==> src/hdl/e2r_pkg.sv <==
package e2r_pkg;

  localparam int AngleW     = 16;
  localparam int OutW       = 16;
  localparam int QBits      = 30;
  localparam int TrigW      = 34;
  localparam int ZW         = 36;
  localparam int AtanCount  = 32;
  localparam int HalfTurn   = 23040;
  localparam int QuartTurn  = 11520;
  localparam int FullTurn   = 46080;
  localparam int AngleShift = 16;
  localparam logic signed [TrigW-1:0] CordicX0 = 34'sd652032874;
  localparam logic signed [TrigW-1:0] OneQ30   = 34'sd1073741824;

  typedef logic signed [TrigW-1:0] trig_t;
  typedef logic signed [ZW-1:0]    zang_t;

  typedef struct packed {
    trig_t s;
    trig_t c;
  } sincos_t;

  function automatic zang_t atan_step(input int unsigned i);
    zang_t v;
    unique case (i)
      0: v = 36'sd377487360;
      1: v = 36'sd222843801;
      2: v = 36'sd117744544;
      3: v = 36'sd59768969;
      4: v = 36'sd30000467;
      5: v = 36'sd15014858;
      6: v = 36'sd7509261;
      7: v = 36'sd3754860;
      8: v = 36'sd1877459;
      9: v = 36'sd938733;
      10: v = 36'sd469367;
      11: v = 36'sd234683;
      12: v = 36'sd117342;
      13: v = 36'sd58671;
      14: v = 36'sd29335;
      15: v = 36'sd14668;
      16: v = 36'sd7334;
      17: v = 36'sd3667;
      18: v = 36'sd1833;
      19: v = 36'sd917;
      20: v = 36'sd458;
      21: v = 36'sd229;
      22: v = 36'sd115;
      23: v = 36'sd57;
      24: v = 36'sd29;
      25: v = 36'sd14;
      26: v = 36'sd7;
      27: v = 36'sd4;
      28: v = 36'sd2;
      29: v = 36'sd1;
      default: v = '0;
    endcase
    return v;
  endfunction

  function automatic trig_t clamp_one(input trig_t v);
    trig_t r;
    if (v > OneQ30) begin
      r = OneQ30;
    end else if (v < -OneQ30) begin
      r = -OneQ30;
    end else begin
      r = v;
    end
    return r;
  endfunction

endpackage

==> src/hdl/e2r_cordic.sv <==
module e2r_cordic
  import e2r_pkg::*;
#(
  parameter int ITERS = 16
) (
  input  logic                     clk,
  input  logic signed [AngleW-1:0] angle,
  output sincos_t                  sc
);

  localparam int Steps = (ITERS > AtanCount) ? AtanCount : ITERS;

  trig_t x_r [Steps+1];
  trig_t y_r [Steps+1];
  zang_t z_r [Steps+1];
  logic  neg_r [Steps+1];
  sincos_t sc_r;

  logic signed [AngleW+1:0] a0, a1, a2;
  logic neg0;

  always_comb begin
    a0 = AngleW'(0) + (AngleW+2)'(angle);
    if (a0 > (AngleW+2)'(HalfTurn)) begin
      a1 = a0 - (AngleW+2)'(FullTurn);
    end else if (a0 < -(AngleW+2)'(HalfTurn)) begin
      a1 = a0 + (AngleW+2)'(FullTurn);
    end else begin
      a1 = a0;
    end
    neg0 = 1'b0;
    a2 = a1;
    if (a1 > (AngleW+2)'(QuartTurn)) begin
      a2 = (AngleW+2)'(HalfTurn) - a1;
      neg0 = 1'b1;
    end else if (a1 < -(AngleW+2)'(QuartTurn)) begin
      a2 = -(AngleW+2)'(HalfTurn) - a1;
      neg0 = 1'b1;
    end
  end

  always_ff @(posedge clk) begin
    x_r[0]   <= CordicX0;
    y_r[0]   <= '0;
    z_r[0]   <= ZW'(a2) <<< AngleShift;
    neg_r[0] <= neg0;
  end

  for (genvar i = 0; i < Steps; i++) begin : g_stage
    always_ff @(posedge clk) begin
      if (!z_r[i][ZW-1]) begin
        x_r[i+1] <= x_r[i] - (y_r[i] >>> i);
        y_r[i+1] <= y_r[i] + (x_r[i] >>> i);
        z_r[i+1] <= z_r[i] - atan_step(i);
      end else begin
        x_r[i+1] <= x_r[i] + (y_r[i] >>> i);
        y_r[i+1] <= y_r[i] - (x_r[i] >>> i);
        z_r[i+1] <= z_r[i] + atan_step(i);
      end
      neg_r[i+1] <= neg_r[i];
    end
  end

  always_ff @(posedge clk) begin
    sc_r.s <= clamp_one(y_r[Steps]);
    sc_r.c <= neg_r[Steps] ? -clamp_one(x_r[Steps]) : clamp_one(x_r[Steps]);
  end

  assign sc = sc_r;

endmodule

==> config.mk <==
export PLATFORM = sky130hd
export DESIGN_NAME = e2r_cordic
export DESIGN_NICKNAME = d
export VERILOG_FILES = /design/src/hdl/e2r_pkg.sv /design/src/hdl/e2r_cordic.sv
export SDC_FILE = /design/constraint.sdc
export NUM_CORES = 2
export LEC_CHECK = 0
export ABC_CLOCK_PERIOD_IN_PS = 7650
export BUFFER_PORTS_ARGS = -buffer_cell sky130_fd_sc_hd__clkbuf_2
export CAP_MARGIN = 5
export CELL_PAD_IN_SITES_DETAIL_PLACEMENT = 2
export CELL_PAD_IN_SITES_GLOBAL_PLACEMENT = 2
export CORE_MARGIN = 1
export CORE_UTILIZATION = 44
export DETAILED_ROUTE_END_ITERATION = 8
export PLACE_DENSITY_LB_ADDON = 0.1
export SYNTH_ARGS = -nofsm -noshare
export SYNTH_HDL_FRONTEND = slang
export SYNTH_SLANG_ARGS = --single-unit
==> constraint.sdc <==
create_clock -name clk -period 7.65 [get_ports clk]
set_input_delay 1.9125 -clock clk [delete_from_list [all_inputs] [get_ports clk]]
set_output_delay 1.9125 -clock clk [all_outputs]
set_load 0.02 [all_outputs]
# Word-level counts from Yosys, hierarchy flattened
# Memory sizes are Yosys's and may differ from the RTL's.
# Cells that the tools add are included.
# word_totals
word_cells	254
output_inout_bits	68
input_bits	17
n_memories	4
reg_bits	68
mem_bits_rw	1785
# mem_list
memory	depth	width	rd	rd_ports_with_merged_regs	write_ports	line_no	rtl
z_r	17	36	16	0	17	e2r_cordic.sv:15	zang_t z_r [Steps+1];
x_r	17	34	17	0	17	e2r_cordic.sv:13	trig_t x_r [Steps+1];
y_r	17	34	17	0	17	e2r_cordic.sv:14	trig_t y_r [Steps+1];
neg_r	17	1	17	0	17	e2r_cordic.sv:16	logic neg_r [Steps+1];
# op_classes
n_addsub	100
mux	90
reduce_logical	1
bitwise_logic	48
n_lt_le_gt_ge	8
# ops
op	n
$mux 34	36
$mux 36	16
$mux 18	4
$add 34x19->34	2
$add 34x20->34	2
$add 34x21->34	2
$add 34x22->34	2
$add 34x23->34	2
$add 34x24->34	2
$add 34x25->34	2
$add 34x26->34	2
$add 34x27->34	2
$add 34x28->34	2
$add 34x29->34	2
$add 34x30->34	2
$add 34x31->34	2
$add 34x32->34	2
$add 34x33->34	2
$gt 34x32->1 const B	2
$lt 34x31->1 const B	2
$sub 34x19->34	2
$sub 34x20->34	2
$sub 34x21->34	2
$sub 34x22->34	2
other kinds (56)	149

# Longest topological paths before layout
# depth
depth_word	6
depth_mapped	22

# Worst setup path after synthesis
# OpenSTA, ideal clock, no wires.
# synth_timing
path_type	input to register
start	input angle[12]
end	memory z_r[0][17] (netlist name)
n_path_buf	2
t_required_ns	7.529
arrival_ns	4.748
path_stages	13
path_slack_ns	2.781
cell_sequence	clkbuf_1 a211o_1 a21oi_1 nor2_1 ha_1 clkbuf_1 nor2_1 o31ai_1 nand3_1 o2111ai_1 o21ai_1 inv_1 mux2_2
# synth_lines
element	line_no	rtl
start: declaration	e2r_cordic.sv:7	input logic signed [AngleW-1:0] angle,
end: declaration	e2r_cordic.sv:15	

==> metrics.txt <==
GRT Residual Overflow 0; Compound-Gate Fraction of Synth Area 0.220; Worst Skew 36.3 ps; pre-CTS setup slack ~1500 ps; core area 0.252 mm²; critical path class flip-flop to flip-flop; CTS Root Cell clkbuf_16; first-pass GRT wire length 645000 µm; hold_buf cts 0; placed cells around 16000; Routed WL between 400000 and 500000 µm; minimum hold slack 306 ps; FMAX 0.164 GHz; #FFs+latches synth ~1600; Slew headroom 0.0991; run status complete, no violations; r2r worst-path depth 20; Initial Util 0.444; Most used DFF post-synth dfxtp_1; mux contribution to synthesized area 0.0103; DR vias ~100000; gr usage total 0.313; WP data required 8390 ps; main combinational cell family by area after synthesis compound AO/OA/AOI/OAI gates; register area share after synthesis 0.279; Hold Crit Class flip-flop to flip-flop; Min-Delay Endpoint neg_r[0][3]; CTS buffer count between 150 and 200; pin count of the biggest net entering global routing 74; clk sinks 1557; ratio of cells with drive above 1 in the final layout 0.0467; DRC viols 0; commonest non-fill, non-tap cell in the layout dfxtp_1; Reg-to-Reg Start y_r[11][14]; Ports 85; WP data arrival ~7000 ps; maximum fanout along the worst path 6; multi-input logic area 0.0777 mm²; Clock Latency Late Sink about 860 ps; fin crit share 0.799; Period minus WS final 6110 ps; Async SR Flop Fraction 0; Hold Path Origin neg_r[0][2]; xor-xnor portion of the synthesized cell area 0.148; Clock transition at path regs ~60 ps; initial antenna violation count 14; final worst slack between 1500 and 2000 ps; Port Buffer Count 84; row count 184; post-route ant nets 0; Area growth, synth to finish 9.72%; critical path launch point type flip-flop; RSZ-0062 raised after global routing false; worst reg-to-reg setup slack 1540 ps; Netlist cell types 86; Starting DRT DRC Count between 4000 and 5000; Nets 14801; post-synthesis cell count around 13000; CP Capture Type flip-flop; number of global-route vias before repair 111229; Avg WL per Cell ~24 µm; drt via density 5.93; Mapped Area 0.112 mm²; Initial DRT Pass Iterations 6; Die H 506 µm; Avg Cell Area, Syn 8.47 µm²; Synth Area in Simple Gates 0.149; CTS tree done; Final Hold Vio Count 0; H-tree lvl count 4; area fraction of the dominant cell type after synthesis 0.279; EDFF count, synth 0; Synth Area in Adders 0.167; die area ~0.26 mm²; cell taking the most area after synthesis dfxtp_1; max-slew violations 0; hold path depth 0; Finished Layout Cells between 15000 and 20000; Setup TNS 0 ps; Die W 506 µm; PostCTS Resize Cnt 0; Max Cap Violations 0; gpl congestion 0.898; most frequent cells in the layout dfxtp_1 (1543), a21oi_1 (1428), ha_1 (1426); final setup fails 0; FF+latch area around 0.031 mm²; CTS Buffer Depth 3; FILL cells 27639; top post-synthesis cells by area dfxtp_1 (28%), ha_1 (16%), xnor2_1 (9.8%); r2r endpoint x_r[12][32]; YS warnings 0; Worst-Margin Slew 1340 ps; post-CTS setup buffer count 0; dpl hpwl 318000 µm; Post-Syn Nets 14681
[state kept, by name (all words and copies together), names as in the netlist]
register	flops
neg_r	17
y_r	511
x_r	484
z_r	477
sc	68
[Yosys cell counts (85+ instances only)]
master and number:
a211oi_1 110, a21o_1 611, a21oi_1 1428, a31oi_1 144, and2_1 109, and3_1 98, clkbuf_1 154, dfxtp_1 1557
ha_1 1426, inv_1 595, nand2_1 647, nand2b_1 190, nand3_1 204, nand4_1 99, nor2_1 1237, nor2b_1 174
nor3_1 365, o21a_1 226, o21ai_0 615, o21bai_1 158, or3_1 85, xnor2_1 1252, xor2_1 637
[worst max-delay path by stage]
| stage | start | end | slack [ps] |
|---|---|---|---|
| 2_1_floorplan | angle[12] | z_r[0][17] | 2780 |
| 3_3_place_gp | angle[4] | z_r[0][17] | 1520 |
| 3_5_place_dp | angle[4] | z_r[0][17] | 1520 |
| 4_1_cts | y_r[11][14] | x_r[12][32] | 1660 |
| 5_1_grt | y_r[11][14] | x_r[12][32] | 1230 |
| 6_report | y_r[11][14] | x_r[12][32] | 1540 |
[per-layer routing]
layer	up-vias	wire length, µm	global-route usage
met2	1315	211000	0.583
met4	8	14500	0.109
met3	673	9490	0.0275
met1	50299	176000	0.372
li1	47419	-	-
met5	-	55	0
[worst max-delay path, stage by stage (launching register included)]
cell	delay, ps
dfxtp_1	360
nor3_1	310
nand2b_1	170
nor3_1	360
nand2_1	190
nor4_1	1040
nand2_1	180
o41ai_1	390
xnor2_1	120
ha_1	390
inv_1	80
nor2_1	220
nand4_1	130
a2111oi_0	620
o31ai_1	290
o21ai_0	440
nand4_1	190
nand3b_1	170
a21o_1	140
a21oi_1	70
xnor2_1	130
[logic make-up after synthesis]
kind of cell,Yosys count
AO/OA/AOI/OAI,3896
AND/OR/NAND/NOR,3485
XOR/XNOR,1889
flip-flops,1557
adder cells (fa/ha/maj),1469
buffers and inverters,790
multiplexers,109
[final cells by class]
cell class                      count  area share
Inverter                          597      0.0183
Sequential cell                  1557       0.254
Clock inverter                    100      0.0117
Timing Repair Buffer              128     0.00620
Tap cell                         3348      0.0341
Multi-Input combinational cell  10848       0.633
Clock buffer                      242      0.0423
Antenna cell                        6    0.000122
[per-stage QoR]
stage | util | area [µm²]
CTS | 0.487 | 123000
finish | 0.487 | 123000
floorplan | - | 112000
detailed placement | 0.461 | 116000
global placement | 0.461 | 116000
global route | 0.487 | 123000
Power is not shown: default switching activity piles up to over one toggle a cycle in this logic, so the estimate is an artifact.
